--- src/rtl/fdrt_pkg.sv ---
// Shared types and constants for the reciprocal-table divider.
`default_nettype none
package fdrt_pkg;
    localparam int TableDepthDef = 1024;
    localparam int TableWidth    = 36;
    localparam int SlopeWidth    = 13;
    localparam int FracWidth     = 23;
    localparam logic [7:0] ExpBiasAdj = 8'd126;

    typedef enum logic
    {
        OP_WRITE  = 1'b0,
        OP_DIVIDE = 1'b1
    } opcode_t;

    // Operand fields carried along the pipe
    typedef struct packed
    {
        logic        sign;
        logic [7:0]  exp;
        logic        zero;
        logic [23:0] xm;
    } ctl_t;
endpackage
`default_nettype wire

--- src/rtl/fdrt_mul.sv ---
// Mantissa multiply and normalize, two stages.
`default_nettype none
module fdrt_mul (
    input  wire logic             clk,
    input  wire logic             adv,
    input  wire fdrt_pkg::ctl_t   ctl,
    input  wire logic [23:0]      ym,
    output logic [31:0]           quotient
);
    import fdrt_pkg::*;

    logic [47:0] prod_reg;
    ctl_t        ctl_reg;
    logic [31:0] q_reg;
    logic [22:0] m;
    logic [7:0]  e;

    // Register the product, then the normalized quotient
    always_ff @(posedge clk)
    begin
        if (adv)
        begin
            prod_reg <= ctl.xm * ym;
            ctl_reg  <= ctl;
            q_reg    <= ctl_reg.zero ? 32'd0 : {ctl_reg.sign, e, m};
        end
    end

    always_comb
    begin
        if (prod_reg[47])
        begin
            m = prod_reg[46:24];
            e = ctl_reg.exp + 8'd1;
        end
        else
        begin
            m = prod_reg[45:23];
            e = ctl_reg.exp;
        end
    end

    assign quotient = q_reg;
endmodule
`default_nettype wire

--- config.mk ---
export PLATFORM = sky130hd
export DESIGN_NAME = fdrt_mul
export DESIGN_NICKNAME = d
export VERILOG_FILES = /design/src/rtl/fdrt_pkg.sv /design/src/rtl/fdrt_mul.sv
export SDC_FILE = /design/constraint.sdc
export NUM_CORES = 1
export LEC_CHECK = 0
export BUFFER_PORTS_ARGS = -buffer_cell sky130_fd_sc_hd__buf_2
export CAP_MARGIN = 5
export CELL_PAD_IN_SITES_DETAIL_PLACEMENT = 0
export CELL_PAD_IN_SITES_GLOBAL_PLACEMENT = 1
export CORE_MARGIN = 1
export CORE_UTILIZATION = 43
export DETAILED_ROUTE_END_ITERATION = 10
export GPL_TIMING_DRIVEN = 0
export PLACE_DENSITY_LB_ADDON = 0.1
export SYNTH_ARGS = -nofsm -noshare
export SYNTH_HDL_FRONTEND = slang
export SYNTH_SLANG_ARGS = --single-unit
--- constraint.sdc ---
create_clock -name clk -period 10.6 [get_ports clk]
set_input_delay 2.12 -clock clk [delete_from_list [all_inputs] [get_ports clk]]
set_output_delay 2.12 -clock clk [all_outputs]
set_load 0.1 [all_outputs]
==> impl_metrics.csv <==
group,metric,value,unit
synthesis,yosysTopAreaCellShare,46.0,%
clocking,clock_path_buffers,2,
critical_path,path_buf_inv,9,
synthesis,synth_edf_count,67,
critical_path,critical_path_class,"in2reg",
clocking,clock-root-buffer,"clkbuf_16",
clocking,cts_tree,"yes",
final_layout,nNetsFinal,3044,
drt,drt-vias-per-instance,5.13,
drt,drt_iter0_markers,837,
critical_path,slowest_delay,0.74,ns
global_route,grt_pass1_vias,16268,
timing,setup_viol,0,
critical_path,crit_arrival,10.23,ns
synthesis,synth_nets,2941,
global_route,use_met3,2.57,%
critical_path,worstPathMaxFanout,10,
critical_path,critPathCaptureType,"flop",
floorplan,initial_core_util,43.7,%
timing,tightest_slew,1.02,ns
global_route,grt-busiest-layer,"met2",
global_route,met2_usage,46.8,%
synthesis,postSynthCellCount,2229,
global_route,antenna_found_initial,4,
drt,routed_wl,64700,um
synthesis,netlist_area,0.0210,sq mm
final_layout,area_growth,7.28,%
placement,place_congestion,0.898,
synthesis,synth_area_leaders,"fa_1 (46%), ha_1 (10%), inv_1 (9.8%)",
synthesis,synth_async_sr_flop_share,0,%
flow_run,maxCapViolations,0,
synthesis,synth.largest_area_cell,"fa_1",
timing,finalMaxSlewViolations,0,
clocking,cts_max_level,3,
clocking,cts_sinks,67,
floorplan,floorplan.die.height,223,um
global_route,grt_pass1_wl,98800,um
global_route,grtUsageTotal,27.1,%
final_layout,drive_gt1_share,5.13,%
clocking,cts.clk_slew.worst_paths,0.05,ns
floorplan,core,0.0479,sq mm
timing,finalSetupTns,0,ns
synthesis,synth_seq_area_share,9.60,%
final_layout,largest_reg_flops,32,
critical_path,crit_required,10.68,ns
drt,wl_per_cell,21.9,um
placement,io_buffers,91,
placement,dpl.hpwl,54800,um
timing,fmax,98.5,MHz
drt,dr.pass1.iters,5,
synthesis,ys_seq_elements,67,
timing,rsz0062_at_grt,"false",
clocking,cts_resized,0,
global_route,grt_max_degree,45,
timing,period_needed,10.15,ns
drt,ant_nets,0,
floorplan,die_w,223,um
critical_path,cp_top_family,"adder cells",
timing,fin_worst_skew,0.00468,ns
clocking,cts_hold_buf,0,
synthesis,synth_area_per_cell,9.40,sq um
final_layout,fillers,4715,
critical_path,cp-start-kind,"input pin",
synthesis,yosys.cell_types.count,54,
status,outcome,"complete, no violations",
clocking,post-cts-setup-buffers,0,
drt,drcViolationCount,0,
timing,max_slew_margin,31.7,%
floorplan,rows,80,
drt,vias,15160,
timing,hold_viol_final,0,
global_route,met1_usage,35.5,%
floorplan,die_area,0.0496,sq mm
hold_path,min_path_type,"reg2reg",
global_route,overflow,0,
synthesis,ys_warn_count,0,
critical_path,crit_slowest_cell,"clkbuf_1",
timing,finalCritPeriodShare,95.8,%
synthesis,synth_flop_cell,"edfxtp_1",
clocking,insertion_delay,0.33,ns
clocking,cts_made_buffers,9,
floorplan,io_pins,92,
[cell usage in the layout, fill, tap and decap left out, drive strengths merged, types with 2 or more instances in the layout]
cell type,count
a311oi,2
or3,4
nand4,9
o21bai,2
nor2b,3
o211ai,7
and3,3
or3b,2
nor3,8
o21ai,17
a31oi,2
a21o,19
nor2,47
or4,2
a211oi,2
buf,92
inv,548
clkinv,3
and2,289
o31ai,2
and4,4
clkbuf,116
o21a,3
xor2,11
a21oi,42
nand2,310
xnor2,18
ha,171
nand3,7
mux2i,24
edfxtp,67
o221ai,2
a21boi,3
fa,481
or2,3
[tightest hold or removal path: stages, from the launching register on]
cell and delay (ns):
edfxtp_1 0.32, mux2i_1 0.06, nor2_1 0.07
[path summary, 6_finish.rpt]
check | cells past startpoint | startpoint | to | slack, ns
setup reg to reg | 4 | prod_reg[47]$_DFFE_PP_ | quotient[22]$_SDFFCE_PP0P_ | 8.53
hold / removal | 2 | prod_reg[23]$_DFFE_PP_ | quotient[0]$_SDFFCE_PP0P_ | 0.56
hold reg to reg | 2 | prod_reg[23]$_DFFE_PP_ | quotient[0]$_SDFFCE_PP0P_ | 0.56
setup / recovery | 26 | ctl[13] | prod_reg[47]$_DFFE_PP_ | 0.45
[Yosys cell counts, types with 2 or more instances]
master    count
a21o_1       19
or2_2         3
a211oi_1      2
xnor2_1      18
o21bai_1      2
a21oi_1      42
or3_1         3
and4_2        3
o31ai_4       2
nor2b_1       3
nand4_1       9
clkbuf_1    103
o21a_1        3
nand3_1       7
nor2_1       47
nor3_1        8
and3_1        3
a31oi_1       2
fa_1        481
inv_1       548
mux2i_1      24
o21ai_0      16
ha_1        171
o211ai_1      6
edfxtp_1     67
xor2_1       11
and2_1      289
a21boi_0      2
o221ai_1      2
nand2_1     309
[metal layers]
layer,wire length (um),up-vias
met1,26600,7926
met2,32400,405
met4,2600,0
met3,3010,91
li1,-,6738
met5,0,-
[layout make-up]
class / count / area [sq um] / area share [%]
Clock buffer: 12 / 236 / 1.05
Tap cell: 615 / 769 / 3.42
Buffer: 105 / 403 / 1.79
Inverter: 548 / 2060 / 9.15
Timing Repair Buffer: 92 / 475 / 2.12
Multi-Input combinational cell: 1509 / 16500 / 73.3
Antenna cell: 1 / 2.50 / 0.0111
Sequential cell: 67 / 2010 / 8.95
Clock inverter: 4 / 41.3 / 0.184
[cells by family (layout without fill, tap and decap cells)]
kind of cell,count (synthesis),count (layout),share of synthesized area (%)
simple gates,694,694,16.5
buf+inv,653,761,11.7
fa+ha+maj,652,652,56.2
compound gates,110,110,3.57
flops,67,67,9.60
xor+xnor,29,29,1.21
mux,24,24,1.15
other cells,0,1,0
[per-stage QoR]
step	utilization (%)	cell area, sq um	hold WS, ns	cells	setup WS (ns)
final	46.9	22500	0.564	2953	0.450
after global routing	46.9	22500	0.594	2952	0.0102
after global placement	46.3	22200	0.533	2935	0.199
after detailed placement	46.3	22200	0.561	2936	0.141
after CTS	46.9	22500	0.571	2952	0.493
after floorplan	-	21000	0.509	2229	2.00
Power is left out: the tool's default activity adds up to more than one toggle a clock period on the data nets, which glitch-free logic cannot reach.
